<file path="src/hdl/bhl_pkg.sv">
package bhl_pkg;

    // Event kinds
    typedef logic [1:0] t_kind;
    localparam t_kind KIND_START = 2'd0;
    localparam t_kind KIND_END   = 2'd1;
    localparam t_kind KIND_CLEAR = 2'd2;
    localparam t_kind KIND_QUERY = 2'd3;

    // Field widths
    localparam int NOW_W   = 48;
    localparam int PCT_W   = 7;
    localparam int COUNT_W = 32;
    localparam int BUSY_W  = 48;
    localparam int DUTY_W  = 16;
    localparam int RATE_W  = 32;
    localparam int PCTL_W  = 32;
    localparam int BW_W    = 16;

    // Configuration port
    localparam int APB_AW = 3;
    localparam int APB_DW = 32;
    localparam logic REG_BIN_WIDTH = 1'b0;
    localparam logic [BW_W-1:0] BW_RESET = 16'd1000;

    // Query arithmetic
    localparam logic [PCT_W-1:0] PCT_MAX    = 7'd100;
    localparam logic [9:0]       DUTY_SCALE = 10'd1000;
    localparam logic [29:0]      RATE_SCALE = 30'd1000000000;
    localparam logic [6:0]       PCT_SCALE  = 7'd100;
    localparam int TGT_W = COUNT_W + PCT_W;

    // Shared divider
    localparam int DVD_W  = 64;
    localparam int DVS_W  = 48;
    localparam int STEP_W = $clog2(DVD_W);

    // Front queue depth (power of two)
    localparam int QDEPTH = 2;

    typedef struct packed {
        t_kind            kind;
        logic [NOW_W-1:0] now_us;
        logic [PCT_W-1:0] percent;
        logic             pct_ok;
    } t_item;

    typedef struct packed {
        logic             start;
        logic [DVD_W-1:0] dividend;
        logic [DVS_W-1:0] divisor;
    } t_div_req;

    typedef struct packed {
        logic             done;
        logic [DVD_W-1:0] quotient;
    } t_div_rsp;

endpackage

</file>
<file path="src/hdl/bhl_if.sv">
// Event channel
interface bhl_evt_if import bhl_pkg::*; ();
    logic             valid;
    logic             ready;
    t_kind            kind;
    logic [NOW_W-1:0] now_us;
    logic [PCT_W-1:0] percent;

    modport source (output valid, kind, now_us, percent, input ready);
    modport sink (input valid, kind, now_us, percent, output ready);
endinterface

// Result channel
interface bhl_res_if import bhl_pkg::*; ();
    logic               valid;
    logic               ready;
    logic [COUNT_W-1:0] interval_count;
    logic [BUSY_W-1:0]  busy_us;
    logic [DUTY_W-1:0]  duty_permille;
    logic [RATE_W-1:0]  rate_millihertz;
    logic [PCTL_W-1:0]  percentile_us;

    modport source (output valid, interval_count, busy_us, duty_permille, rate_millihertz,
                    percentile_us, input ready);
    modport sink (input valid, interval_count, busy_us, duty_permille, rate_millihertz,
                  percentile_us, output ready);
endinterface

</file>
<file path="src/hdl/bhl_ram.sv">
module bhl_ram #(
    parameter int WIDTH = 32,
    parameter int DEPTH = 16
) (
    input  logic                     i_clk,
    input  logic                     i_we,
    input  logic [$clog2(DEPTH)-1:0] i_waddr,
    input  logic [WIDTH-1:0]         i_wdata,
    input  logic [$clog2(DEPTH)-1:0] i_raddr,
    output logic [WIDTH-1:0]         o_rdata
);

    logic [WIDTH-1:0] r_mem [DEPTH];
    logic [WIDTH-1:0] r_rdata;

    // Write port and registered read port
    always_ff @(posedge i_clk) begin
        if (i_we) begin
            r_mem[i_waddr] <= i_wdata;
        end
        r_rdata <= r_mem[i_raddr];
    end

    assign o_rdata = r_rdata;

endmodule

</file>
<file path="src/hdl/bhl_front.sv">
module bhl_front import bhl_pkg::*; (
    input  logic  i_clk,
    input  logic  i_rst_n,
    bhl_evt_if.sink i_evt,
    output t_item o_item,
    output logic  o_item_valid,
    input  logic  i_item_ready
);

    localparam int QPTR_W = $clog2(QDEPTH);
    localparam int QCNT_W = $clog2(QDEPTH + 1);

    t_item             r_mem [QDEPTH];
    logic [QPTR_W-1:0] r_wptr;
    logic [QPTR_W-1:0] r_rptr;
    logic [QCNT_W-1:0] r_cnt;
    t_item             item_in;
    logic              push;
    logic              pop;

    // Classify the incoming transaction
    always_comb begin
        item_in.kind    = i_evt.kind;
        item_in.now_us  = i_evt.now_us;
        item_in.percent = i_evt.percent;
        item_in.pct_ok  = (i_evt.percent <= PCT_MAX);
    end

    assign i_evt.ready  = (r_cnt != QCNT_W'(QDEPTH));
    assign push         = i_evt.valid && i_evt.ready;
    assign o_item_valid = (r_cnt != '0);
    assign pop          = o_item_valid && i_item_ready;
    assign o_item       = r_mem[r_rptr];

    // Advance pointers and fill count
    always_ff @(posedge i_clk) begin
        if (!i_rst_n) begin
            r_wptr <= '0;
            r_rptr <= '0;
            r_cnt  <= '0;
        end else begin
            if (push) begin
                r_wptr <= r_wptr + QPTR_W'(1);
            end
            if (pop) begin
                r_rptr <= r_rptr + QPTR_W'(1);
            end
            case ({push, pop})
                2'b10:   r_cnt <= r_cnt + QCNT_W'(1);
                2'b01:   r_cnt <= r_cnt - QCNT_W'(1);
                default: r_cnt <= r_cnt;
            endcase
        end
    end

    // Hold queued items
    always_ff @(posedge i_clk) begin
        if (push) begin
            r_mem[r_wptr] <= item_in;
        end
    end

endmodule

</file>
<file path="src/hdl/bhl_div.sv">
module bhl_div import bhl_pkg::*; (
    input  logic     i_clk,
    input  logic     i_rst_n,
    input  t_div_req i_req,
    output t_div_rsp o_rsp
);

    logic              r_busy;
    logic              r_done;
    logic [STEP_W-1:0] r_step;
    logic [DVS_W-1:0]  r_rem;
    logic [DVD_W-1:0]  r_quo;
    logic [DVS_W-1:0]  r_dvs;
    logic [DVS_W:0]    rem_sh;
    logic [DVS_W:0]    rem_sub;
    logic              fits;

    // One restoring step: shift in the next dividend bit, subtract if it fits
    assign rem_sh  = {r_rem, r_quo[DVD_W-1]};
    assign rem_sub = rem_sh - {1'b0, r_dvs};
    assign fits    = (rem_sh >= {1'b0, r_dvs});

    always_ff @(posedge i_clk) begin
        if (!i_rst_n) begin
            r_busy <= 1'b0;
            r_done <= 1'b0;
            r_step <= '0;
        end else begin
            r_done <= 1'b0;
            if (i_req.start) begin
                r_busy <= 1'b1;
                r_step <= '0;
            end else if (r_busy) begin
                r_step <= r_step + STEP_W'(1);
                if (r_step == STEP_W'(DVD_W - 1)) begin
                    r_busy <= 1'b0;
                    r_done <= 1'b1;
                end
            end
        end
    end

    // Load operands, then iterate one quotient bit per cycle
    always_ff @(posedge i_clk) begin
        if (i_req.start) begin
            r_rem <= '0;
            r_quo <= i_req.dividend;
            r_dvs <= i_req.divisor;
        end else if (r_busy) begin
            r_rem <= fits ? rem_sub[DVS_W-1:0] : rem_sh[DVS_W-1:0];
            r_quo <= {r_quo[DVD_W-2:0], fits};
        end
    end

    assign o_rsp.done     = r_done;
    assign o_rsp.quotient = r_quo;

endmodule

</file>
<file path="src/hdl/bhl_back.sv">
module bhl_back import bhl_pkg::*; #(
    parameter int NUM_BINS = 16
) (
    input  logic            i_clk,
    input  logic            i_rst_n,
    input  t_item           i_item,
    input  logic            i_item_valid,
    output logic            o_item_ready,
    input  logic [BW_W-1:0] i_width,
    output t_div_req        o_div_req,
    input  t_div_rsp        i_div_rsp,
    bhl_res_if.source       o_res
);

    localparam int BIN_AW = $clog2(NUM_BINS);
    localparam int CUM_W  = COUNT_W + BIN_AW + 1;
    localparam int CMP_W  = CUM_W + 7;
    localparam int EDGE_W = BIN_AW + 1 + BW_W;
    localparam logic [BIN_AW-1:0] LAST_BIN = BIN_AW'(NUM_BINS - 1);

    localparam logic [3:0] S_IDLE     = 4'd0;
    localparam logic [3:0] S_EXEC     = 4'd1;
    localparam logic [3:0] S_END_W    = 4'd2;
    localparam logic [3:0] S_BIN_RD   = 4'd3;
    localparam logic [3:0] S_BIN_WR   = 4'd4;
    localparam logic [3:0] S_Q_DUTY   = 4'd5;
    localparam logic [3:0] S_Q_DUTY_W = 4'd6;
    localparam logic [3:0] S_Q_RATE   = 4'd7;
    localparam logic [3:0] S_Q_RATE_W = 4'd8;
    localparam logic [3:0] S_Q_TGT    = 4'd9;
    localparam logic [3:0] S_P_RD     = 4'd11;
    localparam logic [3:0] S_P_CHK    = 4'd12;
    localparam logic [3:0] S_OUT      = 4'd13;

    logic [3:0]         r_state;
    logic [3:0]         n_state;

    // Statistics
    logic [COUNT_W-1:0] r_count;
    logic [BUSY_W-1:0]  r_busy;
    logic [NOW_W-1:0]   r_wstart;
    logic [NOW_W-1:0]   r_istart;
    logic [NUM_BINS-1:0] r_bin_vld;
    logic               r_rd_vld;

    // Working registers
    t_kind              r_kind;
    logic [NOW_W-1:0]   r_now;
    logic [PCT_W-1:0]   r_pct;
    logic               r_pct_ok;
    logic [NOW_W-1:0]   r_len;
    logic [NOW_W-1:0]   r_elapsed;
    logic [DVD_W-1:0]   r_dvd;
    logic [TGT_W-1:0]   r_target;
    logic [CUM_W-1:0]   r_cum;
    logic [BIN_AW-1:0]  r_idx;
    logic [DUTY_W-1:0]  r_duty;
    logic [RATE_W-1:0]  r_rate;
    logic [PCTL_W-1:0]  r_pctl;

    // Result register
    logic               r_out_valid;
    logic [COUNT_W-1:0] r_out_count;
    logic [BUSY_W-1:0]  r_out_busy;
    logic [DUTY_W-1:0]  r_out_duty;
    logic [RATE_W-1:0]  r_out_rate;
    logic [PCTL_W-1:0]  r_out_pctl;

    logic [NOW_W-1:0]   len;
    logic [NOW_W-1:0]   elapsed;
    logic [COUNT_W-1:0] ram_rdata;
    logic [COUNT_W-1:0] bin_val;
    logic [BIN_AW-1:0]  bin_sel;
    logic [CUM_W-1:0]   cum_n;
    logic               hit;
    logic [BIN_AW:0]    idx_p1;
    logic [EDGE_W-1:0]  bin_edge;
    logic               ram_we;
    logic               out_take;
    logic               duty_go;
    logic               rate_go;
    logic               tgt_go;

    assign len     = r_now - r_istart;
    assign elapsed = r_now - r_wstart;

    assign duty_go = (r_count != '0) && (r_elapsed != '0);
    assign rate_go = (r_elapsed != '0);
    assign tgt_go  = r_pct_ok && (r_count != '0);

    // Clamp the quotient to the last bin
    assign bin_sel = (i_div_rsp.quotient > DVD_W'(NUM_BINS - 1)) ?
                     LAST_BIN : i_div_rsp.quotient[BIN_AW-1:0];

    // Bin store: an entry never written reads as zero
    bhl_ram #(
        .WIDTH (COUNT_W),
        .DEPTH (NUM_BINS)
    ) u_bins (
        .i_clk   (i_clk),
        .i_we    (ram_we),
        .i_waddr (r_idx),
        .i_wdata (bin_val + COUNT_W'(1)),
        .i_raddr (r_idx),
        .o_rdata (ram_rdata)
    );

    assign bin_val  = r_rd_vld ? ram_rdata : '0;
    assign ram_we   = (r_state == S_BIN_WR);

    // Percentile walk: the running sum reaches ceil(count*percent/100) exactly when a
    // hundred times the sum reaches count*percent
    assign cum_n    = r_cum + CUM_W'(bin_val);
    assign hit      = ((CMP_W'(cum_n) * CMP_W'(PCT_SCALE)) >= CMP_W'(r_target));
    assign idx_p1   = {1'b0, r_idx} + (BIN_AW + 1)'(1);
    assign bin_edge = EDGE_W'(idx_p1) * EDGE_W'(i_width);

    // Divider requests
    always_comb begin
        o_div_req.start = ((r_state == S_EXEC) && (r_kind == KIND_END)) ||
                          ((r_state == S_Q_DUTY) && duty_go) ||
                          ((r_state == S_Q_RATE) && rate_go);
        o_div_req.dividend = (r_state == S_EXEC) ? DVD_W'(len) : r_dvd;
        case (r_state)
            S_EXEC:  o_div_req.divisor = DVS_W'(i_width);
            default: o_div_req.divisor = r_elapsed;
        endcase
    end

    assign o_item_ready = (r_state == S_IDLE);
    assign out_take     = !r_out_valid || o_res.ready;

    // Sequencer
    always_comb begin
        n_state = r_state;
        case (r_state)
            S_IDLE: begin
                if (i_item_valid) n_state = S_EXEC;
            end
            S_EXEC: begin
                case (r_kind)
                    KIND_END:   n_state = S_END_W;
                    KIND_QUERY: n_state = S_Q_DUTY;
                    default:    n_state = S_IDLE;
                endcase
            end
            S_END_W: begin
                if (i_div_rsp.done) n_state = S_BIN_RD;
            end
            S_BIN_RD:   n_state = S_BIN_WR;
            S_BIN_WR:   n_state = S_IDLE;
            S_Q_DUTY:   n_state = duty_go ? S_Q_DUTY_W : S_Q_RATE;
            S_Q_DUTY_W: begin
                if (i_div_rsp.done) n_state = S_Q_RATE;
            end
            S_Q_RATE:   n_state = rate_go ? S_Q_RATE_W : S_Q_TGT;
            S_Q_RATE_W: begin
                if (i_div_rsp.done) n_state = S_Q_TGT;
            end
            S_Q_TGT:    n_state = tgt_go ? S_P_RD : S_OUT;
            S_P_RD:     n_state = S_P_CHK;
            S_P_CHK: begin
                if (hit || (r_idx == LAST_BIN)) n_state = S_OUT;
                else n_state = S_P_RD;
            end
            S_OUT: begin
                if (out_take) n_state = S_IDLE;
            end
            default:    n_state = S_IDLE;
        endcase
    end

    // Control and statistics
    always_ff @(posedge i_clk) begin
        if (!i_rst_n) begin
            r_state     <= S_IDLE;
            r_count     <= '0;
            r_busy      <= '0;
            r_wstart    <= '0;
            r_istart    <= '0;
            r_bin_vld   <= '0;
            r_rd_vld    <= 1'b0;
            r_out_valid <= 1'b0;
        end else begin
            r_state  <= n_state;
            r_rd_vld <= r_bin_vld[r_idx];
            if ((r_state == S_EXEC) && (r_kind == KIND_START)) begin
                if (r_count == '0) r_wstart <= r_now;
                r_istart <= r_now;
            end
            if ((r_state == S_EXEC) && (r_kind == KIND_CLEAR)) begin
                r_count  <= '0;
                r_busy   <= '0;
                r_wstart <= '0;
                r_istart <= '0;
            end
            if (r_state == S_BIN_WR) begin
                r_busy           <= r_busy + r_len;
                r_count          <= r_count + COUNT_W'(1);
                r_bin_vld[r_idx] <= 1'b1;
            end
            if ((r_state == S_OUT) && out_take) begin
                r_out_valid <= 1'b1;
            end else if (o_res.ready) begin
                r_out_valid <= 1'b0;
            end
        end
    end

    // Working data path
    always_ff @(posedge i_clk) begin
        case (r_state)
            S_IDLE: begin
                if (i_item_valid) begin
                    r_kind   <= i_item.kind;
                    r_now    <= i_item.now_us;
                    r_pct    <= i_item.percent;
                    r_pct_ok <= i_item.pct_ok;
                end
            end
            S_EXEC: begin
                r_len     <= len;
                r_elapsed <= elapsed;
                r_dvd     <= DVD_W'(r_busy) * DVD_W'(DUTY_SCALE);
            end
            S_END_W: begin
                if (i_div_rsp.done) r_idx <= bin_sel;
            end
            S_Q_DUTY: begin
                r_duty <= '0;
                r_dvd  <= DVD_W'(r_count) * DVD_W'(RATE_SCALE);
            end
            S_Q_DUTY_W: begin
                if (i_div_rsp.done) r_duty <= i_div_rsp.quotient[DUTY_W-1:0];
            end
            S_Q_RATE: begin
                r_rate <= '0;
            end
            S_Q_RATE_W: begin
                if (i_div_rsp.done) r_rate <= i_div_rsp.quotient[RATE_W-1:0];
            end
            S_Q_TGT: begin
                r_pctl   <= '0;
                r_cum    <= '0;
                r_idx    <= '0;
                r_target <= TGT_W'(r_count) * TGT_W'(r_pct);
            end
            S_P_CHK: begin
                r_cum <= cum_n;
                if (hit || (r_idx == LAST_BIN)) begin
                    r_pctl <= PCTL_W'(bin_edge);
                end else begin
                    r_idx <= r_idx + BIN_AW'(1);
                end
            end
            S_OUT: begin
                if (out_take) begin
                    r_out_count <= r_count;
                    r_out_busy  <= r_busy;
                    r_out_duty  <= r_duty;
                    r_out_rate  <= r_rate;
                    r_out_pctl  <= r_pctl;
                end
            end
            default: begin
            end
        endcase
    end

    assign o_res.valid           = r_out_valid;
    assign o_res.interval_count  = r_out_count;
    assign o_res.busy_us         = r_out_busy;
    assign o_res.duty_permille   = r_out_duty;
    assign o_res.rate_millihertz = r_out_rate;
    assign o_res.percentile_us   = r_out_pctl;

endmodule

</file>
<file path="src/hdl/busy_time_latency_histogram_core.sv">
// Start and clear events are handled in the sequencer's execute state; an end event also waits
// on the bit-serial divider that picks the bin, then does a read-modify-write of the bin.
// A query runs up to two passes of the same divider and a walk over the bin memory with a
// read state and a check state per bin. One event is worked on at a time; a two-entry
// queue and the result register let both channels move while the sequencer is busy.
// Synchronous reset clears the statistics and bin valid bits and sets the bin width to 1000.
module busy_time_latency_histogram_core import bhl_pkg::*; #(
    parameter int NUM_BINS = 16
) (
    input  logic              i_clk,
    input  logic              i_rst_n,
    input  logic              i_psel,
    input  logic              i_penable,
    input  logic              i_pwrite,
    input  logic [APB_AW-1:0] i_paddr,
    input  logic [APB_DW-1:0] i_pwdata,
    output logic [APB_DW-1:0] o_prdata,
    output logic              o_pready,
    bhl_evt_if.sink           i_evt,
    bhl_res_if.source         o_res
);

    logic [BW_W-1:0] r_bin_width;
    logic [BW_W-1:0] width_eff;
    logic            reg_sel;
    t_item           item;
    logic            item_valid;
    logic            item_ready;
    t_div_req        div_req;
    t_div_rsp        div_rsp;

    // Register file: word index picks the register
    assign reg_sel  = (i_paddr[2] == REG_BIN_WIDTH);
    assign o_pready = 1'b1;
    assign o_prdata = reg_sel ? APB_DW'(r_bin_width) : '0;

    always_ff @(posedge i_clk) begin
        if (!i_rst_n) begin
            r_bin_width <= BW_RESET;
        end else if (i_psel && i_penable && i_pwrite && reg_sel) begin
            r_bin_width <= i_pwdata[BW_W-1:0];
        end
    end

    // Treat a zero width as one
    assign width_eff = (r_bin_width == '0) ? BW_W'(1) : r_bin_width;

    bhl_front u_front (
        .i_clk        (i_clk),
        .i_rst_n      (i_rst_n),
        .i_evt        (i_evt),
        .o_item       (item),
        .o_item_valid (item_valid),
        .i_item_ready (item_ready)
    );

    bhl_div u_div (
        .i_clk   (i_clk),
        .i_rst_n (i_rst_n),
        .i_req   (div_req),
        .o_rsp   (div_rsp)
    );

    bhl_back #(
        .NUM_BINS (NUM_BINS)
    ) u_back (
        .i_clk        (i_clk),
        .i_rst_n      (i_rst_n),
        .i_item       (item),
        .i_item_valid (item_valid),
        .o_item_ready (item_ready),
        .i_width      (width_eff),
        .o_div_req    (div_req),
        .i_div_rsp    (div_rsp),
        .o_res        (o_res)
    );

endmodule

</file>
<file path="src/flat_wrapper.sv">
// flat-port wrapper written by rule: the top's interface ports become plain ports
module busy_time_latency_histogram_core_flat import bhl_pkg::*;
#(
    parameter int NUM_BINS = 16
)
  (i_clk, i_rst_n, i_psel, i_penable, i_pwrite, i_paddr, i_pwdata, o_prdata, o_pready, i_evt_valid, i_evt_kind, i_evt_now_us, i_evt_percent, i_evt_ready, o_res_valid, o_res_interval_count, o_res_busy_us, o_res_duty_permille, o_res_rate_millihertz, o_res_percentile_us, o_res_ready);
  bhl_evt_if i_evt_i ();
  bhl_res_if o_res_i ();
  input  logic i_clk;
  input  logic i_rst_n;
  input  logic i_psel;
  input  logic i_penable;
  input  logic i_pwrite;
  input  logic [APB_AW-1:0] i_paddr;
  input  logic [APB_DW-1:0] i_pwdata;
  output logic [APB_DW-1:0] o_prdata;
  output logic o_pready;
  input wire logic [$bits(i_evt_i.valid)-1:0] i_evt_valid;
  input wire logic [$bits(i_evt_i.kind)-1:0] i_evt_kind;
  input wire logic [$bits(i_evt_i.now_us)-1:0] i_evt_now_us;
  input wire logic [$bits(i_evt_i.percent)-1:0] i_evt_percent;
  output wire logic [$bits(i_evt_i.ready)-1:0] i_evt_ready;
  output wire logic [$bits(o_res_i.valid)-1:0] o_res_valid;
  output wire logic [$bits(o_res_i.interval_count)-1:0] o_res_interval_count;
  output wire logic [$bits(o_res_i.busy_us)-1:0] o_res_busy_us;
  output wire logic [$bits(o_res_i.duty_permille)-1:0] o_res_duty_permille;
  output wire logic [$bits(o_res_i.rate_millihertz)-1:0] o_res_rate_millihertz;
  output wire logic [$bits(o_res_i.percentile_us)-1:0] o_res_percentile_us;
  input wire logic [$bits(o_res_i.ready)-1:0] o_res_ready;
  assign i_evt_i.valid = i_evt_valid;
  assign i_evt_i.kind = i_evt_kind;
  assign i_evt_i.now_us = i_evt_now_us;
  assign i_evt_i.percent = i_evt_percent;
  assign i_evt_ready = i_evt_i.ready;
  assign o_res_valid = o_res_i.valid;
  assign o_res_interval_count = o_res_i.interval_count;
  assign o_res_busy_us = o_res_i.busy_us;
  assign o_res_duty_permille = o_res_i.duty_permille;
  assign o_res_rate_millihertz = o_res_i.rate_millihertz;
  assign o_res_percentile_us = o_res_i.percentile_us;
  assign o_res_i.ready = o_res_ready;
  busy_time_latency_histogram_core #(.NUM_BINS(NUM_BINS)) u_core (.i_clk(i_clk), .i_rst_n(i_rst_n), .i_psel(i_psel), .i_penable(i_penable), .i_pwrite(i_pwrite), .i_paddr(i_paddr), .i_pwdata(i_pwdata), .o_prdata(o_prdata), .o_pready(o_pready), .i_evt(i_evt_i), .o_res(o_res_i));
endmodule
</file>
<file path="config.mk">
export PLATFORM = sky130hd
export DESIGN_NAME = busy_time_latency_histogram_core_flat
export DESIGN_NICKNAME = d
export VERILOG_FILES = /design/src/hdl/bhl_pkg.sv /design/src/hdl/bhl_if.sv /design/src/hdl/bhl_ram.sv /design/src/hdl/bhl_front.sv /design/src/hdl/bhl_div.sv /design/src/hdl/bhl_back.sv /design/src/hdl/busy_time_latency_histogram_core.sv /design/src/flat_wrapper.sv
export SDC_FILE = /design/constraint.sdc
export NUM_CORES = 2
export LEC_CHECK = 0
export BUFFER_PORTS_ARGS = -buffer_cell sky130_fd_sc_hd__clkbuf_2
export CORE_AREA = 2 2 488 490
export DETAILED_ROUTE_END_ITERATION = 8
export DIE_AREA = 0 0 490 492
export GPL_TIMING_DRIVEN = 0
export PLACE_DENSITY = 0.63
export SETUP_SLACK_MARGIN = 0.5
export SYNTH_ARGS = -nofsm -noshare
export SYNTH_HDL_FRONTEND = slang
export SYNTH_HIERARCHICAL = 1
export SYNTH_SLANG_ARGS = --single-unit
</file>
<file path="constraint.sdc">
create_clock -name i_clk -period 14.8 [get_ports i_clk]
set_input_delay 0.74 -clock i_clk [delete_from_list [all_inputs] [get_ports i_clk]]
set_output_delay 0.74 -clock i_clk [all_outputs]
set_load 0.05 [all_outputs]
</file>
==> metrics.md <==
| Metric | Value |
|---|---|
| Status | `finished, final reports clean` |
| Post-CTS Resized | `0` |
| Fraction of layout cells with a size suffix above 1 | `a little over a tenth` |
| Fmax | `0.0768 GHz` |
| Antenna-violating nets left | `0` |
| # fillers | `around 21000` |
| Required time of the critical path | `about 15 ns` |
| Ports | `294` |
| Slew of the pin with the lowest slew margin | `~1.4 ns` |
| CTS tree | `yes` |
| Startpoint types | `register` |
| Post-synthesis sequential area ratio | `around 41%` |
| First-pass GRT wire length | `approximately 460 mm` |
| Post-layout util | `between 40% and 50%` |
| Clock Skews | `~0.059 ns` |
| H-tree level count | `4` |
| WL final | `just over 300 mm` |
| Slew Limit Headroom | `between 6 and 7%` |
| Most frequent cell after synthesis | `edfxtp_1` |
| Ys Warns | `6` |
| Netlist cell types | `around 120` |
| Vias in the first global route | `roughly 75000` |
| DR iter-0 viols | `a little over 6000` |
| Leak | `slightly above 50 nW` |
| Hold WC Path Type | `input pin to register` |
| 1st-pass router iterations | `8` |
| Cell family with most CP delay | `buffers and inverters` |
| CTS Buf Count | `roughly 170` |
| Final setup viols | `0` |
| Switch share | `between 40% and 50%` |
| Max VDD drop | `408 uV` |
| Initial antenna violation count | `12` |
| Design area | `~120000 um^2` |
| Int Pwr | `around 13 mW` |
| Post-CTS Hold Buffers | `0` |
| Multi-input gate area | `about 57000 um^2` |
| Post-synth top cells | `edfxtp_1 (1251), nand2_1 (931), inv_1 (885), ha_1 (848), fa_1 (721)` |
| Post-Syn Instances | `approximately 9300` |
| Worst-path clk slew | `0.06 ns` |
| Die ar. | `about 240000 um^2` |
| Ranking of synthesized cells by area | `edfxtp_1 (36%), fa_1 (14%), ha_1 (10%), dfxtp_1 (5.8%), nand2_1 (3.3%)` |
| HPWL Detailed | `roughly 240 mm` |
| Clk pwr share | `a little over a fifth` |
| Via Count | `roughly 74000` |
| Critical path type | `register to register` |
| Wire per inst | `between 20 and 25 um` |
| Fin worst setup slack | `1.78 ns` |
| Flop pwr share | `27.1%` |
| Total GRT Usage | `24.9%` |
| Most frequent CP cell | `ha_1` |
| Number of max-cap violations | `0` |
| Minimum clock period | `13.02 ns` |
| Setup repair bufs after CTS | `0` |
| Largest net degree at the start of global routing | `65` |
| Total power | `21.8 mW` |
| Clock buffer depth | `3` |
| Vias per inst | `about 5.6` |
| Worst Path Buf+Inv | `10` |
| Crit end category | `register` |
| GP Congestion | `around 0.95` |
| Clock sink count | `approximately 1600` |
| Slew Viols, Final | `0` |
| Number of flops mapped to enable cells by yosys | `roughly 1300` |
| Die Ht | `492 um` |
| Core Rows | `179` |
| CTS root buffer | `clkbuf_16` |
| Die Wd | `just under 500 um` |
| Grt ovf | `0` |
| Crit Path Max Fanout | `18` |
| Layout area overhead | `11.8%` |
| RSZ-0062 raised after global routing | `false` |
| Comb pwr share | `a little over half` |
| Final cycle utilization of the critical path | `between 80 and 90%` |
| Setup WS pre-CTS | `roughly 1.8 ns` |
| Pwr dens | `between 150 and 200 nW/um^2` |
| Sw power | `slightly above 9 mW` |
| Post-Syn Area | `105000 um^2` |
| Synth Flop Type | `edfxtp_1` |
| Synth area leader | `edfxtp_1` |
| Storage element area | `between 40000 and 50000 um^2` |
| Slowest library cell on the worst path | `clkbuf_1` |
| Ys async rst share | `0%` |
| Clock latency on the worst-skew pair | `0.86 ns` |
| Final hold vios | `0` |
| FF+latch count, synth | `1558` |
| Mean Syn Cell Area | `around 11 um^2` |
| Fin nets | `11500` |
| Placed Area | `between 100000 and 150000 um^2` |
| Critical Path AT | `13.54 ns` |
| Core box area | `236000 um^2` |
| Yosys top cell area share | `between 30% and 40%` |
| PortBufs | `roughly 250` |
| Initial Util | `about 45%` |
| Worst path max stage delay | `about 0.7 ns` |
| # DRC | `0` |
## flip-flops by register name, indices dropped and copies added (netlist names), 37 cells and up, named ones only
| name | flops |
|---|---|
| u_core/u_back/r_busy | 48 |
| u_core/u_back/r_now | 48 |
| u_core/u_div/r_quo | 64 |
| u_core/u_back/r_cum | 37 |
| u_core/u_front/r_mem | 116 |
| u_core/u_back/r_dvd | 59 |
| u_core/u_div/r_dvs | 48 |
| u_core/u_back/r_wstart | 48 |
| u_core/u_back/r_len | 48 |
| u_core/u_back/o_res.busy_us | 48 |
| u_core/u_back/r_target | 39 |
| u_core/u_back/u_bins/r_mem | 512 |
| u_core/u_back/r_istart | 48 |
| u_core/u_back/r_elapsed | 48 |
| u_core/u_div/r_rem | 48 |
## placed cells by master, fill, tap and decap left out, drive strengths merged, types with 102 or more instances in the layout
cell type  count
fa           721
edfxtp      1251
clkbuf       779
mux2         153
o21ai        316
nand2        933
a21oi        588
and2         266
buf          173
a21o         228
ha           848
inv          895
xor2         178
nor2         421
nand4        102
xnor2        251
dfxtp        307
nand3        194
mux4         133
## final timing paths
kind         depth (start not counted)  slack [ns]               startpoint                                     end
min reg2reg                          0        0.42  u_core/u_back/r_rate[7]  u_core/u_back/o_res.rate_millihertz[7]
max reg2reg                         45        1.78   u_core/u_back/r_rd_vld                 u_core/u_back/r_pctl[5]
max                                 45        1.78   u_core/u_back/r_rd_vld                 u_core/u_back/r_pctl[5]
min                                  1        0.07         i_evt_now_us[12]             u_core/u_front/r_mem[0][20]
## metal layers
metal / track usage [%] / vias to the layer above / wire length [um]
li1: - / 34000 / -
met1: 33.3 / 37300 / 128000
met2: 41.0 / 2426 / 143000
met3: 3.76 / 432 / 19600
met4: 9.14 / 0 / 11800
met5: 0 / - / 0
## worst reg2reg max path, delay by kind of cell, from the launching register on
family	cells	cell delay [ns]
buf+inv	10	3.35
simple gates	14	3.05
compound gates	11	2.65
fa+ha+maj	6	2.03
xor+xnor	3	0.88
flops	1	0.57
mux	1	0.15
## area by class of cell
type | instances | area share [%]
Timing Repair Buffer | 295 | 1.76
Multi-Input combinational cell | 6477 | 48.2
Antenna cell | 5 | 0.0106
Sequential cell | 1558 | 37.1
Buffer | 436 | 1.63
Tap cell | 3167 | 3.36
Clock inverter | 100 | 1.27
Inverter | 888 | 2.83
Clock buffer | 221 | 3.88
## power by group through the flow
stage	Combinational (mW)	Clock, mW	Sequential [mW]
2_1_floorplan	8.43	0	5.71
3_3_place_gp	10.9	0	6.05
3_5_place_dp	11.2	0	6.01
4_1_cts	11.3	4.67	5.92
5_1_grt	12.7	4.82	5.95
6_report	11.3	4.57	5.93
## cell families (layout without fill, tap and decap cells)
group | after synthesis | in the layout | share of synthesized area, %
XOR/XNOR | 429 | 429 | 3.56
flip-flops | 1558 | 1558 | 41.4
other | 3 | 35 | 0.0107
adder cells (fa/ha/maj) | 1570 | 1570 | 23.8
AO/OA/AOI/OAI | 1791 | 1791 | 11.0
multiplexers | 300 | 300 | 4.61
buffers and inverters | 1324 | 1940 | 4.98
AND/OR/NAND/NOR | 2357 | 2357 | 10.7
## through the flow
step,TNS (ns),std cells,hold slack (ns)
6_report,0,13100,0.0717
5_1_grt,0,13100,0.0228
4_1_cts,0,13100,0.00667
3_5_place_dp,0,12800,0.405
3_3_place_gp,-4.86,12800,0.403
2_1_floorplan,0,9359,0.400
Power figures use the tool's default switching activity.
